$ cat src/hw/rtl/scs_pkg.sv
`timescale 1ns / 1ps

package scs_pkg;

    localparam int PULSE_BITS_DEF = 12;
    localparam int TIME_BITS_DEF  = 48;

    localparam int MOTOR_W   = 12;
    localparam int BOUND_W   = 12;
    localparam int PCT_W     = 8;
    localparam int MASK_W    = 6;
    localparam int LINK_W    = 8;
    localparam int TIMEOUT_W = 48;
    localparam int CFG_W     = 48;
    localparam int CFG_IDX_W = 3;
    localparam int STEP_W    = 9;
    localparam int RSTEP_W   = 10;
    localparam int FSTART_W  = 12;
    localparam int RSTART_W  = 11;
    localparam int NUM_W     = 21;
    localparam int SAT_W     = 17;

    localparam int RECIP_W     = 26;
    localparam int RECIP_SHIFT = 32;
    localparam int QUO_W       = NUM_W - 1 + RECIP_W - RECIP_SHIFT;
    localparam logic [RECIP_W-1:0] RECIP = 26'd42949673;

    localparam logic [MOTOR_W-1:0] NEUTRAL = 12'd1500;
    localparam logic signed [PCT_W-1:0] PCT_MAX = 8'sd100;
    localparam logic signed [PCT_W-1:0] PCT_MIN = -8'sd100;

    localparam logic FUNC_COMMAND = 1'b0;
    localparam logic FUNC_TICK    = 1'b1;

    localparam int MASK_MOTOR = 0;
    localparam int MASK_RUDDER = 1;
    localparam int MASK_STBD = 2;
    localparam int MASK_PORT = 3;
    localparam int MASK_LINK = 4;
    localparam int MASK_LED = 5;

    typedef enum logic [CFG_IDX_W-1:0] {
        CFG_MOTOR_STEP     = 3'd0,
        CFG_MOTOR_RSTEP    = 3'd1,
        CFG_FORWARD_START  = 3'd2,
        CFG_REVERSE_START  = 3'd3,
        CFG_TIMEOUT        = 3'd4,
        CFG_RUDDER_BOUNDS  = 3'd5,
        CFG_STBD_BOUNDS    = 3'd6,
        CFG_PORT_BOUNDS    = 3'd7
    } cfg_index_t;

    typedef struct packed {
        logic [BOUND_W-1:0] upper;
        logic [BOUND_W-1:0] center;
        logic [BOUND_W-1:0] lower;
    } bounds_t;

    typedef struct packed {
        logic [STEP_W-1:0]   step;
        logic [RSTEP_W-1:0]  reverse_step;
        logic [FSTART_W-1:0] forward_start;
        logic [RSTART_W-1:0] reverse_start;
    } motor_cfg_t;

    localparam logic [STEP_W-1:0]    MOTOR_STEP_RST  = 9'd20;
    localparam logic [RSTEP_W-1:0]   MOTOR_RSTEP_RST = 10'd100;
    localparam logic [FSTART_W-1:0]  FSTART_RST      = 12'd1500;
    localparam logic [RSTART_W-1:0]  RSTART_RST      = 11'd1500;
    localparam logic [TIMEOUT_W-1:0] TIMEOUT_RST     = 48'd5000000;
    localparam bounds_t BOUNDS_RST = '{upper: 12'd1900, center: 12'd1500, lower: 12'd1100};
    localparam logic signed [NUM_W-1:0] NUM_RST = 21'sd150000;
    localparam logic [LINK_W-1:0] LINK_RST = 8'd5;

    function automatic logic signed [PCT_W-1:0] pct_sat(input logic signed [PCT_W-1:0] p);
        logic signed [PCT_W-1:0] r;
        r = p;
        if (p > PCT_MAX)
        begin
            r = PCT_MAX;
        end
        else if (p < PCT_MIN)
        begin
            r = PCT_MIN;
        end
        return r;
    endfunction

endpackage

$ cat src/hw/rtl/scs_in_if.sv
`timescale 1ns / 1ps

interface scs_in_if #(
    parameter int TIME_BITS = scs_pkg::TIME_BITS_DEF
);
    logic                              valid;
    logic                              ready;
    logic                              func;
    logic [TIME_BITS-1:0]              now_us;
    logic [scs_pkg::MASK_W-1:0]        present_mask;
    logic signed [scs_pkg::PCT_W-1:0]  motor_percent;
    logic signed [scs_pkg::PCT_W-1:0]  rudder_percent;
    logic signed [scs_pkg::PCT_W-1:0]  starboard_percent;
    logic signed [scs_pkg::PCT_W-1:0]  port_percent;
    logic [scs_pkg::LINK_W-1:0]        link_timeout_in;
    logic                              led_in;

    modport source (
        output valid, func, now_us, present_mask, motor_percent, rudder_percent,
               starboard_percent, port_percent, link_timeout_in, led_in,
        input  ready
    );

    modport sink (
        input  valid, func, now_us, present_mask, motor_percent, rudder_percent,
               starboard_percent, port_percent, link_timeout_in, led_in,
        output ready
    );
endinterface

$ cat src/hw/rtl/scs_out_if.sv
`timescale 1ns / 1ps

interface scs_out_if #(
    parameter int PULSE_BITS = scs_pkg::PULSE_BITS_DEF
);
    logic                        valid;
    logic                        ready;
    logic [PULSE_BITS-1:0]       motor_pulse;
    logic [PULSE_BITS-1:0]       rudder_pulse;
    logic [PULSE_BITS-1:0]       starboard_pulse;
    logic [PULSE_BITS-1:0]       port_pulse;
    logic [scs_pkg::LINK_W-1:0]  link_timeout_out;
    logic                        led_out;
    logic                        timed_out;

    modport source (
        output valid, motor_pulse, rudder_pulse, starboard_pulse, port_pulse,
               link_timeout_out, led_out, timed_out,
        input  ready
    );

    modport sink (
        input  valid, motor_pulse, rudder_pulse, starboard_pulse, port_pulse,
               link_timeout_out, led_out, timed_out,
        output ready
    );
endinterface

$ cat src/hw/rtl/scs_surface.sv
`timescale 1ns / 1ps

module scs_surface (
    input  logic signed [scs_pkg::PCT_W-1:0] pct,
    input  scs_pkg::bounds_t                 bounds,
    output logic signed [scs_pkg::NUM_W-1:0] num
);
    logic signed [scs_pkg::BOUND_W:0]   span;
    logic signed [scs_pkg::NUM_W-1:0]   prod;
    logic [scs_pkg::NUM_W-2:0]          center_x100;
    logic                               pct_pos;

    assign pct_pos = !pct[scs_pkg::PCT_W-1] && (pct != '0);

    assign span = pct_pos
        ? $signed({1'b0, bounds.upper}) - $signed({1'b0, bounds.center})
        : $signed({1'b0, bounds.center}) - $signed({1'b0, bounds.lower});

    assign prod = scs_pkg::NUM_W'(pct) * scs_pkg::NUM_W'(span);

    // 100 * center as 64 + 32 + 4
    assign center_x100 = {2'b00, bounds.center, 6'b0}
                       + {3'b000, bounds.center, 5'b0}
                       + {6'b000000, bounds.center, 2'b0};

    assign num = $signed({1'b0, center_x100}) + prod;
endmodule

$ cat src/hw/rtl/scs_scale.sv
`timescale 1ns / 1ps

module scs_scale #(
    parameter int PULSE_BITS = scs_pkg::PULSE_BITS_DEF
) (
    input  logic signed [scs_pkg::NUM_W-1:0] num,
    output logic [PULSE_BITS-1:0]            pulse
);
    localparam int PROD_W = scs_pkg::NUM_W - 1 + scs_pkg::RECIP_W;
    localparam logic [scs_pkg::SAT_W-1:0] PULSE_MAX = scs_pkg::SAT_W'((1 << PULSE_BITS) - 1);

    logic [PROD_W-1:0]          prod;
    logic [scs_pkg::QUO_W-1:0]  quo;
    logic [scs_pkg::SAT_W-1:0]  quo_x;
    logic [scs_pkg::SAT_W-1:0]  sat;

    // floor(num / 100) by reciprocal, exact over the whole non-negative range
    assign prod  = PROD_W'(num[scs_pkg::NUM_W-2:0]) * PROD_W'(scs_pkg::RECIP);
    assign quo   = prod[PROD_W-1:scs_pkg::RECIP_SHIFT];
    assign quo_x = scs_pkg::SAT_W'(quo);

    always_comb
    begin
        if (num[scs_pkg::NUM_W-1])
        begin
            sat = '0;
        end
        else if (quo_x > PULSE_MAX)
        begin
            sat = PULSE_MAX;
        end
        else
        begin
            sat = quo_x;
        end
    end

    assign pulse = sat[PULSE_BITS-1:0];
endmodule

$ cat src/hw/rtl/scs_motor.sv
`timescale 1ns / 1ps

module scs_motor #(
    parameter int PULSE_BITS = scs_pkg::PULSE_BITS_DEF
) (
    input  logic [scs_pkg::MOTOR_W-1:0] target,
    input  logic [scs_pkg::MOTOR_W-1:0] current,
    input  scs_pkg::motor_cfg_t         cfg,
    output logic [scs_pkg::MOTOR_W-1:0] current_next,
    output logic [PULSE_BITS-1:0]       pulse
);
    localparam logic [scs_pkg::SAT_W-1:0] PULSE_MAX = scs_pkg::SAT_W'((1 << PULSE_BITS) - 1);

    logic                         rising;
    logic [scs_pkg::MOTOR_W-1:0]  diff_up;
    logic [scs_pkg::MOTOR_W-1:0]  diff_dn;
    logic [scs_pkg::MOTOR_W-1:0]  step_fwd;
    logic [scs_pkg::MOTOR_W-1:0]  step_rev;
    logic [scs_pkg::MOTOR_W-1:0]  step_up;
    logic [scs_pkg::MOTOR_W-1:0]  step_dn;
    logic [scs_pkg::MOTOR_W-1:0]  delta_up;
    logic [scs_pkg::MOTOR_W-1:0]  delta_dn;
    logic [scs_pkg::MOTOR_W-1:0]  rstart_x;
    logic [scs_pkg::MOTOR_W-1:0]  banded;
    logic [scs_pkg::SAT_W-1:0]    banded_x;
    logic [scs_pkg::SAT_W-1:0]    sat;

    assign rising   = target > current;
    assign diff_up  = target - current;
    assign diff_dn  = current - target;
    assign step_fwd = scs_pkg::MOTOR_W'(cfg.step);
    assign step_rev = scs_pkg::MOTOR_W'(cfg.reverse_step);
    assign step_up  = (current >= scs_pkg::NEUTRAL) ? step_fwd : step_rev;
    assign step_dn  = (current <= scs_pkg::NEUTRAL) ? step_fwd : step_rev;
    assign delta_up = (diff_up < step_up) ? diff_up : step_up;
    assign delta_dn = (diff_dn < step_dn) ? diff_dn : step_dn;

    assign current_next = rising ? current + delta_up : current - delta_dn;

    assign rstart_x = scs_pkg::MOTOR_W'(cfg.reverse_start);

    always_comb
    begin
        if (current_next > scs_pkg::NEUTRAL && current_next < cfg.forward_start)
        begin
            banded = cfg.forward_start;
        end
        else if (current_next < scs_pkg::NEUTRAL && current_next > rstart_x)
        begin
            banded = rstart_x;
        end
        else
        begin
            banded = current_next;
        end
    end

    assign banded_x = scs_pkg::SAT_W'(banded);
    assign sat      = (banded_x > PULSE_MAX) ? PULSE_MAX : banded_x;
    assign pulse    = sat[PULSE_BITS-1:0];
endmodule

$ cat src/hw/rtl/servo_command_shaper.sv
`timescale 1ns / 1ps

// Channel  | Dir | Handshake         | Beat
// ---------+-----+-------------------+---------------------------------------
// item     | in  | valid/ready       | command update (func 0) or tick (func 1)
// result   | out | valid/ready       | pulse widths, link timeout, led, timed_out
// cfg      | in  | cfg_we, no stall  | register index and data
//
// One item per cycle while no tick is held by a stalled result. An item is held in the input register; a tick's
// beat is loaded into the result register as the tick leaves the input register.
// A command updates state as it leaves the input register and yields no beat.
// A stalled result holds a tick in the input register, which stalls the input;
// commands keep flowing past a stalled result.
// Reset clears both valid flags and loads configuration and state.

module servo_command_shaper #(
    parameter int PULSE_BITS = scs_pkg::PULSE_BITS_DEF,
    parameter int TIME_BITS  = scs_pkg::TIME_BITS_DEF
) (
    input  logic                            clk,
    input  logic                            rst_n,
    input  logic                            cfg_we,
    input  logic [scs_pkg::CFG_IDX_W-1:0]   cfg_index,
    input  logic [scs_pkg::CFG_W-1:0]       cfg_data,
    scs_in_if.sink                          item,
    scs_out_if.source                       result
);
    localparam int CMP_W = (TIME_BITS > scs_pkg::TIMEOUT_W) ? TIME_BITS : scs_pkg::TIMEOUT_W;

    // configuration
    scs_pkg::motor_cfg_t               motor_cfg_reg;
    logic [scs_pkg::TIMEOUT_W-1:0]     timeout_reg;
    scs_pkg::bounds_t                  rudder_bounds_reg;
    scs_pkg::bounds_t                  stbd_bounds_reg;
    scs_pkg::bounds_t                  port_bounds_reg;

    // block state
    logic [scs_pkg::MOTOR_W-1:0]       target_reg;
    logic [scs_pkg::MOTOR_W-1:0]       current_reg;
    logic signed [scs_pkg::NUM_W-1:0]  rudder_num_reg;
    logic signed [scs_pkg::NUM_W-1:0]  stbd_num_reg;
    logic signed [scs_pkg::NUM_W-1:0]  port_num_reg;
    logic [scs_pkg::LINK_W-1:0]        link_reg;
    logic                              led_reg;
    logic [TIME_BITS-1:0]              last_time_reg;
    logic                              seen_reg;

    // input register
    logic                              s1_valid_reg;
    logic                              s1_valid_next;
    logic                              s1_func_reg;
    logic [TIME_BITS-1:0]              s1_now_reg;
    logic [scs_pkg::MASK_W-1:0]        s1_mask_reg;
    logic signed [scs_pkg::PCT_W-1:0]  s1_motor_pct_reg;
    logic signed [scs_pkg::PCT_W-1:0]  s1_rudder_pct_reg;
    logic signed [scs_pkg::PCT_W-1:0]  s1_stbd_pct_reg;
    logic signed [scs_pkg::PCT_W-1:0]  s1_port_pct_reg;
    logic [scs_pkg::LINK_W-1:0]        s1_link_reg;
    logic                              s1_led_reg;

    // result register
    logic                              res_valid_reg;
    logic                              res_valid_next;
    logic [PULSE_BITS-1:0]             res_motor_reg;
    logic [PULSE_BITS-1:0]             res_rudder_reg;
    logic [PULSE_BITS-1:0]             res_stbd_reg;
    logic [PULSE_BITS-1:0]             res_port_reg;
    logic [scs_pkg::LINK_W-1:0]        res_link_reg;
    logic                              res_led_reg;
    logic                              res_timed_out_reg;

    logic                              in_take;
    logic                              is_tick;
    logic                              advance;
    logic                              stale;
    logic [TIME_BITS-1:0]              age;

    logic signed [scs_pkg::PCT_W-1:0]  motor_pct;
    logic signed [scs_pkg::PCT_W+1:0]  motor_pct_x4;
    logic signed [scs_pkg::MOTOR_W:0]  target_wide;
    logic signed [scs_pkg::NUM_W-1:0]  rudder_num;
    logic signed [scs_pkg::NUM_W-1:0]  stbd_num;
    logic signed [scs_pkg::NUM_W-1:0]  port_num;

    logic [scs_pkg::MOTOR_W-1:0]       current_next;
    logic [PULSE_BITS-1:0]             motor_pulse;
    logic [PULSE_BITS-1:0]             rudder_pulse;
    logic [PULSE_BITS-1:0]             stbd_pulse;
    logic [PULSE_BITS-1:0]             port_pulse;

    logic [scs_pkg::SAT_W-1:0]         neutral_x;
    logic [scs_pkg::SAT_W-1:0]         rudder_center_x;
    logic [scs_pkg::SAT_W-1:0]         stbd_center_x;
    logic [scs_pkg::SAT_W-1:0]         port_center_x;

    // handshake
    assign is_tick    = (s1_func_reg == scs_pkg::FUNC_TICK);
    assign advance    = s1_valid_reg && (!is_tick || !res_valid_reg || result.ready);
    assign item.ready = !s1_valid_reg || advance;
    assign in_take    = item.valid && item.ready;

    assign s1_valid_next  = in_take ? 1'b1 : (advance ? 1'b0 : s1_valid_reg);
    assign res_valid_next = (advance && is_tick) ? 1'b1
                          : (result.ready ? 1'b0 : res_valid_reg);

    // command path
    assign motor_pct    = scs_pkg::pct_sat(s1_motor_pct_reg);
    assign motor_pct_x4 = {motor_pct, 2'b00};
    assign target_wide  = $signed({1'b0, scs_pkg::NEUTRAL}) + motor_pct_x4;

    scs_surface u_rudder_surf (
        .pct    (scs_pkg::pct_sat(s1_rudder_pct_reg)),
        .bounds (rudder_bounds_reg),
        .num    (rudder_num)
    );

    scs_surface u_stbd_surf (
        .pct    (scs_pkg::pct_sat(s1_stbd_pct_reg)),
        .bounds (stbd_bounds_reg),
        .num    (stbd_num)
    );

    scs_surface u_port_surf (
        .pct    (scs_pkg::pct_sat(s1_port_pct_reg)),
        .bounds (port_bounds_reg),
        .num    (port_num)
    );

    // tick path
    assign age   = s1_now_reg - last_time_reg;
    assign stale = seen_reg && (CMP_W'(age) > CMP_W'(timeout_reg));

    scs_motor #(
        .PULSE_BITS (PULSE_BITS)
    ) u_motor (
        .target       (target_reg),
        .current      (current_reg),
        .cfg          (motor_cfg_reg),
        .current_next (current_next),
        .pulse        (motor_pulse)
    );

    scs_scale #(
        .PULSE_BITS (PULSE_BITS)
    ) u_rudder_scale (
        .num   (rudder_num_reg),
        .pulse (rudder_pulse)
    );

    scs_scale #(
        .PULSE_BITS (PULSE_BITS)
    ) u_stbd_scale (
        .num   (stbd_num_reg),
        .pulse (stbd_pulse)
    );

    scs_scale #(
        .PULSE_BITS (PULSE_BITS)
    ) u_port_scale (
        .num   (port_num_reg),
        .pulse (port_pulse)
    );

    assign neutral_x       = scs_pkg::SAT_W'(scs_pkg::NEUTRAL);
    assign rudder_center_x = scs_pkg::SAT_W'(rudder_bounds_reg.center);
    assign stbd_center_x   = scs_pkg::SAT_W'(stbd_bounds_reg.center);
    assign port_center_x   = scs_pkg::SAT_W'(port_bounds_reg.center);

    // configuration registers
    always_ff @(posedge clk or negedge rst_n)
    begin
        if (!rst_n)
        begin
            motor_cfg_reg.step          <= scs_pkg::MOTOR_STEP_RST;
            motor_cfg_reg.reverse_step  <= scs_pkg::MOTOR_RSTEP_RST;
            motor_cfg_reg.forward_start <= scs_pkg::FSTART_RST;
            motor_cfg_reg.reverse_start <= scs_pkg::RSTART_RST;
            timeout_reg                 <= scs_pkg::TIMEOUT_RST;
            rudder_bounds_reg           <= scs_pkg::BOUNDS_RST;
            stbd_bounds_reg             <= scs_pkg::BOUNDS_RST;
            port_bounds_reg             <= scs_pkg::BOUNDS_RST;
        end
        else if (cfg_we)
        begin
            case (scs_pkg::cfg_index_t'(cfg_index))
                scs_pkg::CFG_MOTOR_STEP:
                    motor_cfg_reg.step <= cfg_data[scs_pkg::STEP_W-1:0];
                scs_pkg::CFG_MOTOR_RSTEP:
                    motor_cfg_reg.reverse_step <= cfg_data[scs_pkg::RSTEP_W-1:0];
                scs_pkg::CFG_FORWARD_START:
                    motor_cfg_reg.forward_start <= cfg_data[scs_pkg::FSTART_W-1:0];
                scs_pkg::CFG_REVERSE_START:
                    motor_cfg_reg.reverse_start <= cfg_data[scs_pkg::RSTART_W-1:0];
                scs_pkg::CFG_TIMEOUT:
                    timeout_reg <= cfg_data[scs_pkg::TIMEOUT_W-1:0];
                scs_pkg::CFG_RUDDER_BOUNDS:
                    rudder_bounds_reg <= scs_pkg::bounds_t'(cfg_data[3*scs_pkg::BOUND_W-1:0]);
                scs_pkg::CFG_STBD_BOUNDS:
                    stbd_bounds_reg <= scs_pkg::bounds_t'(cfg_data[3*scs_pkg::BOUND_W-1:0]);
                scs_pkg::CFG_PORT_BOUNDS:
                    port_bounds_reg <= scs_pkg::bounds_t'(cfg_data[3*scs_pkg::BOUND_W-1:0]);
                default:
                    timeout_reg <= timeout_reg;
            endcase
        end
    end

    // block state
    always_ff @(posedge clk or negedge rst_n)
    begin
        if (!rst_n)
        begin
            target_reg     <= scs_pkg::NEUTRAL;
            current_reg    <= scs_pkg::NEUTRAL;
            rudder_num_reg <= scs_pkg::NUM_RST;
            stbd_num_reg   <= scs_pkg::NUM_RST;
            port_num_reg   <= scs_pkg::NUM_RST;
            link_reg       <= scs_pkg::LINK_RST;
            led_reg        <= 1'b1;
            last_time_reg  <= '0;
            seen_reg       <= 1'b0;
        end
        else if (advance)
        begin
            if (!is_tick)
            begin
                if (s1_mask_reg[scs_pkg::MASK_MOTOR])
                begin
                    target_reg <= target_wide[scs_pkg::MOTOR_W-1:0];
                end
                if (s1_mask_reg[scs_pkg::MASK_RUDDER])
                begin
                    rudder_num_reg <= rudder_num;
                end
                if (s1_mask_reg[scs_pkg::MASK_STBD])
                begin
                    stbd_num_reg <= stbd_num;
                end
                if (s1_mask_reg[scs_pkg::MASK_PORT])
                begin
                    port_num_reg <= port_num;
                end
                if (s1_mask_reg[scs_pkg::MASK_LINK])
                begin
                    link_reg <= s1_link_reg;
                end
                if (s1_mask_reg[scs_pkg::MASK_LED])
                begin
                    led_reg <= s1_led_reg;
                end
                last_time_reg <= s1_now_reg;
                seen_reg      <= 1'b1;
            end
            else if (!stale)
            begin
                current_reg <= current_next;
            end
        end
    end

    // input register
    always_ff @(posedge clk or negedge rst_n)
    begin
        if (!rst_n)
        begin
            s1_valid_reg <= 1'b0;
        end
        else
        begin
            s1_valid_reg <= s1_valid_next;
        end
    end

    always_ff @(posedge clk)
    begin
        if (in_take)
        begin
            s1_func_reg       <= item.func;
            s1_now_reg        <= item.now_us;
            s1_mask_reg       <= item.present_mask;
            s1_motor_pct_reg  <= item.motor_percent;
            s1_rudder_pct_reg <= item.rudder_percent;
            s1_stbd_pct_reg   <= item.starboard_percent;
            s1_port_pct_reg   <= item.port_percent;
            s1_link_reg       <= item.link_timeout_in;
            s1_led_reg        <= item.led_in;
        end
    end

    // result register
    always_ff @(posedge clk or negedge rst_n)
    begin
        if (!rst_n)
        begin
            res_valid_reg <= 1'b0;
        end
        else
        begin
            res_valid_reg <= res_valid_next;
        end
    end

    always_ff @(posedge clk)
    begin
        if (advance && is_tick)
        begin
            res_link_reg <= link_reg;
            if (stale)
            begin
                res_motor_reg     <= neutral_x[PULSE_BITS-1:0];
                res_rudder_reg    <= rudder_center_x[PULSE_BITS-1:0];
                res_stbd_reg      <= stbd_center_x[PULSE_BITS-1:0];
                res_port_reg      <= port_center_x[PULSE_BITS-1:0];
                res_led_reg       <= 1'b0;
                res_timed_out_reg <= 1'b1;
            end
            else
            begin
                res_motor_reg     <= motor_pulse;
                res_rudder_reg    <= rudder_pulse;
                res_stbd_reg      <= stbd_pulse;
                res_port_reg      <= port_pulse;
                res_led_reg       <= led_reg;
                res_timed_out_reg <= 1'b0;
            end
        end
    end

    assign result.valid            = res_valid_reg;
    assign result.motor_pulse      = res_motor_reg;
    assign result.rudder_pulse     = res_rudder_reg;
    assign result.starboard_pulse  = res_stbd_reg;
    assign result.port_pulse       = res_port_reg;
    assign result.link_timeout_out = res_link_reg;
    assign result.led_out          = res_led_reg;
    assign result.timed_out        = res_timed_out_reg;
endmodule

$ cat src/flat_wrapper.sv
// flat-port wrapper written by rule: the top's interface ports become plain ports
module servo_command_shaper_flat 
#(
    parameter int PULSE_BITS = scs_pkg::PULSE_BITS_DEF,
    parameter int TIME_BITS  = scs_pkg::TIME_BITS_DEF
)
  (clk, rst_n, cfg_we, cfg_index, cfg_data, item_valid, item_func, item_now_us, item_present_mask, item_motor_percent, item_rudder_percent, item_starboard_percent, item_port_percent, item_link_timeout_in, item_led_in, item_ready, result_valid, result_motor_pulse, result_rudder_pulse, result_starboard_pulse, result_port_pulse, result_link_timeout_out, result_led_out, result_timed_out, result_ready);
  scs_in_if #(.TIME_BITS(TIME_BITS)) item_i ();
  scs_out_if #(.PULSE_BITS(PULSE_BITS)) result_i ();
  input  logic clk;
  input  logic rst_n;
  input  logic cfg_we;
  input  logic [scs_pkg::CFG_IDX_W-1:0] cfg_index;
  input  logic [scs_pkg::CFG_W-1:0] cfg_data;
  input wire logic [$bits(item_i.valid)-1:0] item_valid;
  input wire logic [$bits(item_i.func)-1:0] item_func;
  input wire logic [$bits(item_i.now_us)-1:0] item_now_us;
  input wire logic [$bits(item_i.present_mask)-1:0] item_present_mask;
  input wire logic [$bits(item_i.motor_percent)-1:0] item_motor_percent;
  input wire logic [$bits(item_i.rudder_percent)-1:0] item_rudder_percent;
  input wire logic [$bits(item_i.starboard_percent)-1:0] item_starboard_percent;
  input wire logic [$bits(item_i.port_percent)-1:0] item_port_percent;
  input wire logic [$bits(item_i.link_timeout_in)-1:0] item_link_timeout_in;
  input wire logic [$bits(item_i.led_in)-1:0] item_led_in;
  output wire logic [$bits(item_i.ready)-1:0] item_ready;
  output wire logic [$bits(result_i.valid)-1:0] result_valid;
  output wire logic [$bits(result_i.motor_pulse)-1:0] result_motor_pulse;
  output wire logic [$bits(result_i.rudder_pulse)-1:0] result_rudder_pulse;
  output wire logic [$bits(result_i.starboard_pulse)-1:0] result_starboard_pulse;
  output wire logic [$bits(result_i.port_pulse)-1:0] result_port_pulse;
  output wire logic [$bits(result_i.link_timeout_out)-1:0] result_link_timeout_out;
  output wire logic [$bits(result_i.led_out)-1:0] result_led_out;
  output wire logic [$bits(result_i.timed_out)-1:0] result_timed_out;
  input wire logic [$bits(result_i.ready)-1:0] result_ready;
  assign item_i.valid = item_valid;
  assign item_i.func = item_func;
  assign item_i.now_us = item_now_us;
  assign item_i.present_mask = item_present_mask;
  assign item_i.motor_percent = item_motor_percent;
  assign item_i.rudder_percent = item_rudder_percent;
  assign item_i.starboard_percent = item_starboard_percent;
  assign item_i.port_percent = item_port_percent;
  assign item_i.link_timeout_in = item_link_timeout_in;
  assign item_i.led_in = item_led_in;
  assign item_ready = item_i.ready;
  assign result_valid = result_i.valid;
  assign result_motor_pulse = result_i.motor_pulse;
  assign result_rudder_pulse = result_i.rudder_pulse;
  assign result_starboard_pulse = result_i.starboard_pulse;
  assign result_port_pulse = result_i.port_pulse;
  assign result_link_timeout_out = result_i.link_timeout_out;
  assign result_led_out = result_i.led_out;
  assign result_timed_out = result_i.timed_out;
  assign result_i.ready = result_ready;
  servo_command_shaper #(.PULSE_BITS(PULSE_BITS), .TIME_BITS(TIME_BITS)) u_core (.clk(clk), .rst_n(rst_n), .cfg_we(cfg_we), .cfg_index(cfg_index), .cfg_data(cfg_data), .item(item_i), .result(result_i));
endmodule
$ cat config.mk
export PLATFORM = sky130hd
export DESIGN_NAME = servo_command_shaper_flat
export DESIGN_NICKNAME = d
export VERILOG_FILES = /design/src/hw/rtl/scs_pkg.sv /design/src/hw/rtl/scs_in_if.sv /design/src/hw/rtl/scs_out_if.sv /design/src/hw/rtl/scs_surface.sv /design/src/hw/rtl/scs_scale.sv /design/src/hw/rtl/scs_motor.sv /design/src/hw/rtl/servo_command_shaper.sv /design/src/flat_wrapper.sv
export SDC_FILE = /design/constraint.sdc
export NUM_CORES = 2
export LEC_CHECK = 0
export BUFFER_PORTS_ARGS = -buffer_cell sky130_fd_sc_hd__buf_2
export CAP_MARGIN = 10
export CORE_MARGIN = 2
export CORE_UTILIZATION = 60
export DETAILED_ROUTE_END_ITERATION = 6
export GPL_ROUTABILITY_DRIVEN = 0
export PLACE_DENSITY = 0.86
export SETUP_SLACK_MARGIN = 0.05
export SYNTH_ARGS = -nofsm -noshare
export SYNTH_HDL_FRONTEND = slang
export SYNTH_HIERARCHICAL = 1
export SYNTH_SLANG_ARGS = --single-unit
$ cat constraint.sdc
create_clock -name clk -period 10.86 [get_ports clk]
set_clock_uncertainty 0.2 [all_clocks]
set_input_delay 0.543 -clock clk [delete_from_list [all_inputs] [get_ports clk]]
set_output_delay 0.543 -clock clk [all_outputs]
set_load 0.005 [all_outputs]
# Word-level counts from Yosys, hierarchy flattened
# Index checks and enable logic that the tools add are counted.
totals:
  ff_bits: 499
  input_bits: 152
  out_inout_bits: 60
  wordCells: 174
classes:
  addsub: 21
  multipliers: 6
  order_cmp: 22
  n_eq_ne: 7
  muxes: 33
  bitwise: 2
  n_reduce_logical: 41
op_table:
  columns: ["operator", "n"]
  rows:
  - ["two-way mux 12 bit", 15]
  - ["multiplier 20 x 26 -> 46 bit, second input constant", 3]
  - ["subtractor 12 x 12 -> 13 bit", 6]
  - ["two-way mux 8 bit", 8]
  - ["adder 21 bit", 3]
  - ["multiplier 8 x 13 -> 21 bit", 3]
  - ["adder 19 x 14 -> 20 bit", 3]
  - ["adder 18 x 17 -> 19 bit", 3]
  - ["greater-than comparator 48 bit", 1]
  - ["subtractor 48 bit", 1]
  - ["greater-than comparator 14 x 12 -> 1 bit, second input constant", 3]
  - ["two-way mux 13 bit", 3]
  - ["subtractor 12 bit", 3]
  - ["greater-than comparator 8 bit, second input constant", 4]
  - ["< comparator 8 bit, second input constant", 4]
  - ["< comparator 12 x 10 -> 1 bit", 2]
  - ["nonzero test 8 bit", 3]
  - ["AND reduction 3 bit", 7]
  - ["two-way mux 10 bit", 2]
  - ["AND reduction 2 bit", 9]
  - ["adder 12 x 10 -> 12 bit, first input constant", 1]
  - ["adder 12 bit", 1]
  - ["== test 3 bit, second input constant", 4]
  - ["greater-or-equal comparator 12 x 11 -> 1 bit, second input constant", 1]
  - ["17 further kinds", 39]

# Longest topological paths before layout
logic_depth:
  word_depth: 12
  mapped_depth: 39
  mapped_depth_nobuf: 37

# By module
# Netlist, hierarchy kept.
by_module_without_submodules:
  columns: ["module", "n_inst", "cells_each", "area_each_um2", "seq_area_each_um2"]
  rows:
  - ["scs_scale", 3, 844, 8192.9, 0.0]
  - ["servo_command_shaper", 1, 1729, 22260.1, 13335.3]
  - ["scs_surface at u_core.u_rudder_surf ...", 2, 777, 6586.3, 0.0]
  - ["scs_surface at u_core.u_port_surf", 1, 730, 6301.0, 0.0]
  - ["scs_motor", 1, 547, 4018.9, 0.0]

# Worst setup path after synthesis
# No wires, ideal clock.
synth_timing:
  path_type: "register to register"
  from: "register u_core/current_reg[8] (netlist bit)"
  to: "register u_core.res_motor_reg[10] (netlist: u_core/result.motor_pulse[10]), data pin"
  setup_time_ns: 0.262
  arrival_ns: 7.813
  t_required_ns: 10.398
  path_slack_ns: 2.585
  path_stages_with_launch: 37
  n_path_buf: 5
  synth_period_minus_slack_ns: 8.275
  path_cell_list: "dfstp_2 > nand4b_1 > o311ai_2 > buf_2 > buf_1 > mux2i_1 > ha_1 > a2111oi_0 > a211oi_1 > o211a_1 > o31a_1 > nor4_2 > clkbuf_1 > mux2_2 > ha_1 > clkbuf_1 > nand3b_1 > xnor2_1 > mux2i_1 > mux2i_1 > ha_1 > a21o_1 > a31oi_1 > nand3_1 > a221o_1 > a31o_2 > xnor2_1 > a21bo_1 > and2_1 > ha_1 > o2111ai_1 > a21oi_1 > a211oi_1 > o21ai_2 > buf_4 > o221a_1 > nand2b_1"
synth_via:
  elab_chain_cells: 12
  word_cells_on_any_way: 24
  classes_between: "add/sub: 4; order compare: 10; mux: 7; reduce/logical: 3"
synth_rtl:
  columns: ["element", "line", "text"]
  rows:
  - ["start, declared", "servo_command_shaper.sv:39", "logic [scs_pkg::MOTOR_W-1:0] current_reg;"]
  - ["start signal, assigned", "servo_command_shaper.sv:214", "current_reg <= scs_pkg::NEUTRAL;"]
  - ["start signal, assigned", "servo_command_shaper.sv:256", "current_reg <= current_next;"]
  - ["less-or-equal comparator 12 x 11 -> 1 bit or greater-or-equal comparator 12 x 11 -> 1 bit (tied branches)", "scs_motor.sv:34, scs_motor.sv:33", null]
  - ["two-way mux 10 bit, on equally long branches", "scs_motor.sv:34, scs_motor.sv:33", null]
  - ["< comparator 12 x 10 -> 1 bit, on equally long branches", "scs_motor.sv:36, scs_motor.sv:35", null]
  - ["two-way mux 12 bit, on equally long branches", "scs_motor.sv:36, scs_motor.sv:35", null]
  - ["subtractor 12 bit or adder 12 bit (tied branches)", "scs_motor.sv:38", "assign current_next = rising ? current + delta_up : current - delta_dn;"]
  - ["two-way mux 12 bit (*)", "scs_motor.sv:38", null]
  - ["net u_core.current_next (one bit)", "servo_command_shaper.sv:85", "logic [scs_pkg::MOTOR_W-1:0] current_next;"]
  - ["< comparator 12 x 11 -> 1 bit or greater-than comparator 12 x 11 -> 1 bit (tied branches)", "scs_motor.sv:48", "else if (current_next < scs_pkg::NEUTRAL && current_next > rstart_x)"]
  - ["logical AND 1 bit", "scs_motor.sv:48", null]
  - ["two-way mux 12 bit", "scs_motor.sv:48", null]
  - ["two-way mux 12 bit (*)", "scs_motor.sv:44", "if (current_next > scs_pkg::NEUTRAL && current_next < cfg.forward_start)"]
  - ["greater-than comparator 12 bit", "scs_motor.sv:59", "assign sat = (banded_x > PULSE_MAX) ? PULSE_MAX : banded_x;"]
  - ["OR reduction 2 bit (no line)", null, null]
  - ["end signal, assigned", "servo_command_shaper.sv:310", "res_motor_reg <= neutral_x[PULSE_BITS-1:0];"]
  - ["end signal, assigned", "servo_command_shaper.sv:319", "res_motor_reg <= motor_pulse;"]
  - ["end, declared", "servo_command_shaper.sv:64", "logic [PULSE_BITS-1:0] res_motor_reg;"]
# Mark *: on every way through the listed nets, which the timed path passes. The rest lies on a longest branch.
# A chain may end at the register's enable or synchronous reset.

# Worst setup path in the final report
layout_timing:
  from: "register u_core/target_reg[4] (netlist bit)"
  to: "register u_core.res_motor_reg[0] (netlist: u_core/result.motor_pulse[0]), data pin"
layout_via:
  elab_chain_cells: 11
  word_cells_on_any_way: 20
  classes_between: "add/sub: 4; order compare: 8; mux: 6; reduce/logical: 2"
layout_rtl:
  columns: ["element", "line", "text"]
  rows:
  - ["start, declared", "servo_command_shaper.sv:38", "logic [scs_pkg::MOTOR_W-1:0] target_reg;"]
  - ["start signal, assigned", "servo_command_shaper.sv:213", "target_reg <= scs_pkg::NEUTRAL;"]
  - ["start signal, assigned", "servo_command_shaper.sv:229", "target_reg <= target_wide[scs_pkg::MOTOR_W-1:0];"]
  - ["subtractor 12 bit, on equally long branches", "scs_motor.sv:30, scs_motor.sv:29", null]
  - ["< comparator 12 x 10 -> 1 bit, on equally long branches", "scs_motor.sv:36, scs_motor.sv:35", null]
  - ["two-way mux 12 bit, on equally long branches", "scs_motor.sv:36, scs_motor.sv:35", null]
  - ["subtractor 12 bit or adder 12 bit (tied branches)", "scs_motor.sv:38", null]
  - ["two-way mux 12 bit (*)", "scs_motor.sv:38", null]
  - ["net u_core.current_next (one bit)", "servo_command_shaper.sv:85", null]
  - ["< comparator 12 x 11 -> 1 bit or greater-than comparator 12 x 11 -> 1 bit (tied branches)", "scs_motor.sv:48", null]
  - ["logical AND 1 bit", "scs_motor.sv:48", null]
  - ["two-way mux 12 bit", "scs_motor.sv:48", null]
  - ["two-way mux 12 bit (*)", "scs_motor.sv:44", null]
  - ["greater-than comparator 12 bit", "scs_motor.sv:59", null]
  - ["two-way mux 12 bit (*)", "scs_motor.sv:59", null]
  - ["net u_core.motor_pulse[0]", "servo_command_shaper.sv:86", "logic [PULSE_BITS-1:0] motor_pulse;"]
# Marked as above.

==> metrics.txt <==
Overflow after GRT=0; antenna violations before repair=15; number of warnings issued by yosys=6; growth of design area from synthesis to finish=8.07%; fin. max-slew vios=0; via count=54,921; hold buffers post-CTS=110; core footprint=116,000 µm²; result of the run=finished, violations left; dominant cell type by count on the critical path=ha_1; DRC violation count after routing=4; max-cap check violation count=0; PortBufs=around 210; clk_lat worst skew=0.65 ns; met3 wire length=16,900 µm; synthesis-stage register bit count=around 500; upper clock frequency limit=106 MHz; worst hold path cell count=3; largest fanout on the critical path=21; post-synthesis area per instance=9.92 µm²; Max-Slew Margin vs Limit=27.3%; via count of the first global-routing pass=between 50,000 and 60,000; cell at the root of the clock tree=clkbuf_16; worst path buffer plus inverter count=3; worst-case register-to-register setup slack=1.41 ns; global-route wire length before repair=303,000 µm; Vert. Die Dim=346 µm; Worst path max stage delay=0.56 ns; failing checks=design-rule violations; iteration-0 DRC count of the detailed router=5,561; data arrival time of the worst path=9.65 ns; Sum Neg Setup Slack=0 ns; slew at the pin with the worst max-slew slack=1.06 ns; Worst R2R Start=u_core/target_reg[4]; terminating pin of the worst hold path=u_core/timeout_reg[18]; fill cell instance count of the final layout=between 8,000 and 9,000; Post-Syn Area=70,300 µm²; Final Net Count=9,427; final critical delay including setup and external delays=9.45 ns; number of different library cells in the post-synthesis netlist=102; final setup violation count=0; highest routed metal layer=met5; Post-DP Area=73,000 µm²; width of the chip=346 µm; post-synthesis instance total=7,092; number of flops mapped to enable cells by yosys=154; Synth async-reset ratio=between 60 and 70%; final hold viol count=0; io pins=212; post-synth top area cell=fa_1; element type at the critical path end=register; required time of the critical path=between 10 and 15 ns; H-tree depth=2; TritonCTS clock tree=built; WS Path Type=register to register; routed wirelength normalized by instance count=21.4 µm; pin count of the biggest net entering global routing=between 90 and 100; clk sink count=just under 500; TritonCTS Buffers=52; startpoint kind of the worst setup timing path=register; proportion of layout cells with a drive suffix above 1=between 10% and 20%; number of cell rows=125; cell with the biggest individual delay on the critical path=a211o_1; routed metal-1 wire length=74,000 µm; sequential cell area fraction in the yosys report=19.0%; kind of cell adding the most delay to the critical path=compound AO/OA/AOI/OAI gates; Final period util=between 80 and 90%; unrepaired setup endpoints after global routing=no; Min-Delay Startpoint=cfg_data[18]; worst hold path type=input pin to register; post-detailed-route count of antenna-violating nets=0; top flip-flop cell by instance count after synthesis=dfrtp_1; FF-to-FF path depth=35; top post-synthesis cells by area=fa_1 (24%), ha_1 (19%), dfrtp_1 (7.8%); DPL Wire Length=149,000 µm; final-layout worst hold slack=0.0171 ns; post-CTS resize count=0; Critical R2R Capture=u_core/result.motor_pulse[0]; # Post-CTS Setup Buffers=0; effective utilization at floorplan=60.5%; length of the first detailed-routing pass in iterations=7; routed wl met2=89,800 µm; clock tree buffer depth=3; via density per instance=6.15; post-CTS clock slew at the launch and capture registers of the worst setup and hold paths=0.07 ns; share of the synthesized area in the top cell type=a little under a quarter; routed wire length=191,000 µm; Final Instance Area=76,000 µm²; Overall Global Routing Usage=31.7%; die outline area=120,000 µm²
==> worst register-to-register path: cells and delay by family, from the launching register on <==
family          cells  cell delay [ns]
xor+xnor            3             0.84
buf+inv             3             0.47
flops               1             0.54
fa+ha+maj           5             1.73
mux                 5             1.31
simple gates        5             0.72
compound gates     14             3.41
==> per-stage QoR <==
stage               setup slack, ns  instances  util [%]
floorplan                      2.58       7097         -
global placement               1.95       8723      62.8
detailed placement             1.86       8723      62.8
CTS                            1.77       8931      65.4
global route                   1.04       8934      65.4
finish                         1.41       8936      65.4
==> cells in the final DEF (no fill, tap or decap), types with 30 or more instances in the layout <==
cell type and instances:
nor3_1 84, nand3_1 115, nand2b_1 71, buf_4 39, inv_1 1396, o21bai_1 30
mux2_2 274, o21a_1 80, dfstp_2 122, nand2_1 357, a21o_1 126, nor2b_1 95
nand4_1 53, buf_2 210, dlygate4sd3_1 110, a211oi_1 30, mux2i_1 65, nor2_1 209
clkbuf_16 53, and2_1 115, a31oi_1 45, xor2_1 81, fa_1 838, and3_1 31
o21ai_0 311, dfrtp_1 220, xnor2_1 154, ha_1 1072, a21oi_1 340, edfxtp_1 154
==> worst max-delay path by stage <==
stage	startpoint	end	slack, ns	cells past startpoint
final	u_core/target_reg[4]	u_core/result.motor_pulse[0]	1.41	35
after global routing	u_core/target_reg[2]	u_core/result.motor_pulse[0]	1.04	35
after CTS	u_core/target_reg[4]	u_core/result.motor_pulse[0]	1.77	35
after detailed placement	u_core/target_reg[4]	u_core/result.motor_pulse[0]	1.86	35
after global placement	u_core/target_reg[2]	u_core/result.motor_pulse[0]	1.95	35
after floorplan	u_core/current_reg[8]	u_core/result.motor_pulse[10]	2.58	36
==> synth_stat cells, types with 116 or more instances <==
master,instances
inv_1,1396
ha_1,1072
fa_1,838
nand2_1,357
a21oi_1,340
o21ai_0,311
mux2_2,274
dfrtp_1,220
nor2_1,212
edfxtp_1,154
xnor2_1,154
a21o_1,126
dfstp_2,122
and2_1,116
==> metal layers <==
layer / up-vias / global-route usage [%]
met4: 12 / 15.0
met2: 2989 / 52.2
met5: - / 0
met3: 732 / 6.08
li1: 24295 / -
met1: 26893 / 40.2
==> cell families (layout without fill, tap and decap cells) <==
family | Yosys count | count (layout) | synth area share [%]
xor gates and xnor gates | 235 | 235 | 2.93
muxes | 353 | 353 | 5.60
buffers and inverters | 1543 | 1855 | 8.40
adders and majority gates | 1910 | 1910 | 42.9
and+or+nand+nor | 1279 | 1279 | 9.32
AOI/OAI and AO/OA | 1275 | 1275 | 11.9
DFF | 496 | 496 | 19.0
other | 1 | 9 | 0.00533
==> area by class of cell <==
cell class / count / area, µm² / area share, %
multi-input combinational: 5058 / 51100 / 67.3
clock inverter: 40 / 533 / 0.701
sequential: 496 / 13300 / 17.5
inverter: 1396 / 5240 / 6.89
tap: 1524 / 1910 / 2.51
antenna: 3 / 7.51 / 0.00988
timing repair buffer: 361 / 2480 / 3.26
clock buffer: 58 / 1360 / 1.78
Power is left out: the tool's default activity adds up to more than one toggle a clock period on the data nets, which glitch-free logic cannot reach.
